==> src/sv/assert_macros.svh <==
// Assertion macros shared by the RTL modules.
`ifndef ASSERT_MACROS_SVH
`define ASSERT_MACROS_SVH
// Check a property on every rising clock edge, skipped while reset is high.
`define GSC_ASSERT(label, clk, rst, prop) \
   label: assert property (@(posedge clk) disable iff (rst) (prop)) \
      else $error("gsc assertion failed");
// Check a property on every rising clock edge, reset included.
`define GSC_ASSERT_ALWAYS(label, clk, prop) \
   label: assert property (@(posedge clk) (prop)) \
      else $error("gsc assertion failed");
`endif

==> src/sv/gsc_pkg.sv <==
// Shared types, constants and helpers of the segment clearance checker.
package gsc_pkg;
   localparam int GRID_ROWS   = 64;
   localparam int GRID_COLS   = 64;
   localparam int STACK_DEPTH = 32;
   localparam int QUEUE_DEPTH = 2;

   localparam int CELLS  = GRID_ROWS * GRID_COLS;
   localparam int AW     = $clog2(CELLS);
   localparam int RW     = $clog2(GRID_ROWS);
   localparam int CW     = $clog2(GRID_COLS);
   localparam int SW     = $clog2(STACK_DEPTH);
   localparam int LW     = $clog2(STACK_DEPTH + 1);

   localparam logic [1:0] STATUS_OK       = 2'd0;
   localparam logic [1:0] STATUS_OUTSIDE  = 2'd1;
   localparam logic [1:0] STATUS_OVERFLOW = 2'd2;

   localparam logic [1:0] CSR_ORIGIN_X = 2'd0;
   localparam logic [1:0] CSR_ORIGIN_Y = 2'd1;
   localparam logic [1:0] CSR_CPM      = 2'd2;

   localparam logic       CMD_WRITE = 1'b0;
   localparam logic       CMD_QUERY = 1'b1;

   localparam logic [31:0] CPM_RESET = 32'd1310720;

   typedef struct packed {
      logic               cmd;
      logic [5:0]         cell_row;
      logic [5:0]         cell_col;
      logic               cell_occupied;
      logic signed [31:0] start_x;
      logic signed [31:0] start_y;
      logic signed [31:0] end_x;
      logic signed [31:0] end_y;
   } req_type;

   typedef struct packed {
      logic       is_clear;
      logic [1:0] status;
   } rsp_type;

   typedef struct packed {
      logic               is_query;
      logic               wr_ok;
      logic [AW-1:0]      wr_addr;
      logic               wr_occ;
      logic signed [31:0] sx;
      logic signed [31:0] sy;
      logic signed [31:0] ex;
      logic signed [31:0] ey;
   } entry_type;

   typedef struct packed {
      logic signed [31:0] origin_x;
      logic signed [31:0] origin_y;
      logic [31:0]        cpm;
   } cfg_type;

   function automatic logic [AW-1:0] cell_addr(input logic [RW-1:0] r,
                                               input logic [CW-1:0] c);
      logic [AW+CW-1:0] a;
      a = (AW+CW)'(r) * (AW+CW)'(GRID_COLS) + (AW+CW)'(c);
      return a[AW-1:0];
   endfunction
endpackage

==> src/sv/gsc_queue.sv <==
// Short FIFO between the front end and the segment engine.
`include "assert_macros.svh"
module gsc_queue (
   input  logic               clock,
   input  logic               reset,
   input  logic               push,
   input  gsc_pkg::entry_type push_data,
   output logic               full,
   input  logic               pop,
   output logic               not_empty,
   output gsc_pkg::entry_type pop_data
);
   localparam int PW = $clog2(gsc_pkg::QUEUE_DEPTH);
   localparam int NW = $clog2(gsc_pkg::QUEUE_DEPTH + 1);

   gsc_pkg::entry_type slot_ff [gsc_pkg::QUEUE_DEPTH];
   logic [PW-1:0] wr_ptr_ff, wr_ptr_in;
   logic [PW-1:0] rd_ptr_ff, rd_ptr_in;
   logic [NW-1:0] count_ff, count_in;

   assign full      = (count_ff == NW'(gsc_pkg::QUEUE_DEPTH));
   assign not_empty = (count_ff != '0);
   assign pop_data  = slot_ff[rd_ptr_ff];

   always_comb begin
      wr_ptr_in = wr_ptr_ff;
      rd_ptr_in = rd_ptr_ff;
      count_in  = count_ff;
      if (push) begin
         wr_ptr_in = (wr_ptr_ff == PW'(gsc_pkg::QUEUE_DEPTH - 1)) ? '0 : wr_ptr_ff + 1'b1;
      end
      if (pop) begin
         rd_ptr_in = (rd_ptr_ff == PW'(gsc_pkg::QUEUE_DEPTH - 1)) ? '0 : rd_ptr_ff + 1'b1;
      end
      if (push && !pop) begin
         count_in = count_ff + 1'b1;
      end else if (pop && !push) begin
         count_in = count_ff - 1'b1;
      end
   end

   always_ff @(posedge clock) begin
      if (reset) begin
         wr_ptr_ff <= '0;
         rd_ptr_ff <= '0;
         count_ff  <= '0;
      end else begin
         wr_ptr_ff <= wr_ptr_in;
         rd_ptr_ff <= rd_ptr_in;
         count_ff  <= count_in;
      end
      if (push) begin
         slot_ff[wr_ptr_ff] <= push_data;
      end
   end

   `GSC_ASSERT(a_no_overfill, clock, reset, full |-> !push)
   `GSC_ASSERT(a_no_underflow, clock, reset, !not_empty |-> !pop)
   `GSC_ASSERT(a_count_bound, clock, reset, count_ff <= NW'(gsc_pkg::QUEUE_DEPTH))
endmodule

==> config.mk <==
export PLATFORM = sky130hd
export DESIGN_NAME = gsc_queue
export DESIGN_NICKNAME = d
export VERILOG_FILES = /design/src/sv/gsc_pkg.sv /design/src/sv/gsc_queue.sv
export VERILOG_INCLUDE_DIRS = /design/src /design/src/sv
export SDC_FILE = /design/constraint.sdc
export NUM_CORES = 1
export LEC_CHECK = 0
export BUFFER_PORTS_ARGS = -buffer_cell sky130_fd_sc_hd__buf_2
export CORE_UTILIZATION = 47
export DETAILED_ROUTE_END_ITERATION = 10
export GPL_TIMING_DRIVEN = 0
export PLACE_DENSITY = 0.87
export SLEW_MARGIN = 15
export SYNTH_ARGS = -nofsm -noshare
export SYNTH_HDL_FRONTEND = slang
export SYNTH_SLANG_ARGS = --single-unit
==> constraint.sdc <==
create_clock -name clock -period 7.62 [get_ports clock]
set_input_delay 0.381 -clock clock [delete_from_list [all_inputs] [get_ports clock]]
set_output_delay 0.381 -clock clock [all_outputs]
set_load 0.005 [all_outputs]
==> summary.md <==
| Metric | Value |
|---|---|
| Height of the chip | 154 um |
| Total grt overflow | 0 |
| Pin count of the biggest net entering global routing | 58 |
| Number of CTS-inserted buffers | 29 |
| Number of buffers inserted to repair setup after CTS | 0 |
| First-pass GRT wire length | 31900 um |
| Post-Route Hold Slack | 0.0226 ns |
| Vias in the first global route | 5996 |
| Final critical path time including I/O delays and setup | 2.24 ns |
| Number of standard-cell rows in the floorplan | 55 |
| Number of buffers inserted by port buffering | 291 |
| Final setup slack of the worst path | 5.38 ns |
| Max Fclk | 0.446 GHz |
| Post-Synthesis Net Count | 615 |
| Residual antenna-violating net count after detailed routing | 0 |
| Critical path launch point type | flop |
| Tightest Hold Check Type | in2reg |
| Count of flip-flops with a built-in enable after synthesis | 286 |
| Effective utilization at floorplan | between 40% and 50% |
| Kind of end point of the critical path | output port |
| First DRT Iteration DRCs | 253 |
| Most frequent cells after synthesis | edfxtp_1 (286), mux2_2 (73), mux2_4 (70), buf_6 (9), buf_2 (7) |
| Cell Area, Placed | roughly 13000 um2 |
| DR vias/cell | between 4 and 5 |
| DRT Wirelength | 21600 um |
| Average instance area after synthesis | 23.1 um2 |
| Run status | completed |
| Leading cell type by number of instances after synthesis | edfxtp_1 |
| Pre-antenna DRT Iters | 4 |
| Share of layout cells above drive strength 1 | between 50% and 60% |
| Final cycle utilization of the critical path | about 29% |
| Number of flip-flops and latches in the synthesized netlist | 291 |
| Worst slew margin | 56.7% |
| Die outline width | between 150 and 200 um |
| Number of failing setup endpoints in the final timing report | 0 |
| Met1 Resource Use GR | 18.7% |
| Synthesis-to-finish area growth | 30.6% |
| Pre-CTS WS | ~5.5 ns |
| Fraction of the yosys area taken by sequential cells | between 80% and 90% |
| Number of H-tree branching levels | 1 |
| DR vias | 5636 |
| Final hold violations | 0 |
| Global-route track usage on met2 | around a third |
| Area of the placeable core | 22600 um2 |
| Buffer cell driving the clock tree root | clkbuf_16 |
| Die area | 23600 um2 |
| CTS tree | yes |
| Final Net Count | 975 |
| Area of the mapped netlist | 10800 um2 |
| Static leakage power | roughly 5.5 nW |
| Clock-pin slew of the registers on the worst-case setup and hold paths | approximately 0.06 ns |
| Final RePlAce weighted congestion | 0.760 |
| Layout fillers | 1610 |
| Category of the most critical setup path | reg2out |
| Fraction of synthesis flops using an asynchronous set or reset pin | 0% |
| Slew of the pin with the lowest slew margin | ~0.65 ns |
| Clock buffer depth | 3 |
| Required time of the critical path | between 7 and 8 ns |
| Drc violations | 0 |
| GRT busiest layer | met2 |
| All-layer global routing usage | 17.6% |
| Clk Latency, worst-skew pair | 0.55 ns |
| Antenna violations before repair | 5 |
| Power per standard cell area | 268 nW/um2 |
| I/O Pins | 292 |
| Clock sink count | roughly 290 |
| Maximum clock skew at final layout | 0.0263 ns |
| HPWL after detailed placement | around 14000 um |
| Max-slew violation total from the final report | 0 |
| Largest voltage drop on the vdd net | 0.296 mV |
| Setup repair after global routing missed its margin | false |
| Summed area of non-filler cells in the final layout | 14100 um2 |
| Synth Warn # | 0 |
| Maximum fanout along the worst path | 10 |
| Top flip-flop cell by instance count after synthesis | edfxtp_1 |
| Routed WL per cell | 18.9 um |
| Top cells by area in the synthesized netlist | edfxtp_1 (79%), mux2_4 (9.7%), mux2_2 (7.6%) |
| Gate Count Post-Synth | 467 |
| Post-synthesis cell type with the largest combined area | edfxtp_1 |
| Met3 Resource Use GR | under 10% |
| Yosys cell types | 17 |
| Data arrival at the endpoint of the critical path | 1.86 ns |
| Total of max-cap violations | 0 |
| Fraction of post-synthesis cell area in the top cell type by area | 79.5% |
stage by stage:
stage	power (mW)	cells	TNS, ns	util [%]
2_1_floorplan	2.15	467	0	-
3_3_place_gp	2.32	1043	-446.00	55.9
3_5_place_dp	2.33	1050	0	56.7
4_1_cts	3.82	1135	0	62.4
5_1_grt	3.90	1140	0	62.5
6_report	3.78	1141	0	62.5
repair_timing:
action | CTS | global route
hold endpoints to repair | 61 | 0
resized for setup | 0 | 0
hold buffers | 31 | 0
cell usage in the layout (no fill, tap or decap), types with 2 or more instances in the layout:
master / n
buf_2: 298
edfxtp_1: 286
mux2_2: 73
mux2_4: 70
dlygate4sd3_1: 31
clkbuf_16: 29
buf_6: 9
clkinv_2: 7
diode_2: 6
bufinv_16: 6
clkbuf_1: 6
dfxtp_1: 5
clkinv_1: 5
nor2_1: 4
buf_12: 4
buf_16: 3
xor2_1: 2
xnor2_1: 2
layer usage:
metal  up-vias  part of all wire [%]
li1       2595                     -
met1      2754                    36
met2       229                    52
met3        58                   8.0
met4         0                   3.4
met5         -                     0
where the power goes:
part	switching, mW	leakage [nW]	internal, mW	total, mW
Sequential	0.0248	2.73	1.87	1.89
Clock	0.573	0.489	0.900	1.47
Combinational	0.189	2.29	0.227	0.416
Total	0.787	5.51	2.99	3.78
cells by family after synthesis:
logic type,after synthesis,share of synthesized area (%)
AO/OA/AOI/OAI,2,0.0925
flip-flops,291,80.4
adder cells (fa/ha/maj),1,0.116
XOR/XNOR,4,0.324
AND/OR/NAND/NOR,9,0.428
buffers and inverters,17,1.30
multiplexers,143,17.3
sequential cells by signal, indices dropped and copies added (netlist names), named ones only:
register   flops
count_ff       2
slot_ff      286
rd_ptr_ff      1
wr_ptr_ff      1
final timing paths:
path,end,from,depth (start not counted),slack (ns)
worst min register to register,count_ff[1]$_SDFFE_PP0P_,count_ff[1]$_SDFFE_PP0P_,2,0.53
worst max register to register,slot_ff[0][83]$_DFFE_PP_,wr_ptr_ff$_SDFFE_PP0P_,4,5.68
worst min-delay path,slot_ff[0][46]$_DFFE_PP_,push_data[46],1,0.02
worst max-delay path,pop_data[61],flop,5,5.38
area by class of cell:
type | count | area [um2] | share of cell area (%)
multi-input combinational | 159 | 1990 | 14.1
tap | 285 | 357 | 2.53
clock inverter | 19 | 243 | 1.72
timing repair buffer | 329 | 1930 | 13.7
antenna | 6 | 15.0 | 0.106
buffer | 16 | 136 | 0.967
inverter | 1 | 3.75 | 0.0266
sequential | 291 | 8690 | 61.6
clock buffer | 35 | 748 | 5.30
worst max-delay path, stage by stage, from the launching register on:
cell     delay (ns)
dfxtp_1        0.32
buf_6          0.13
buf_6          0.19
buf_6          0.21
mux2_4         0.32
buf_2          0.14
Power figures use the tool's default switching activity.
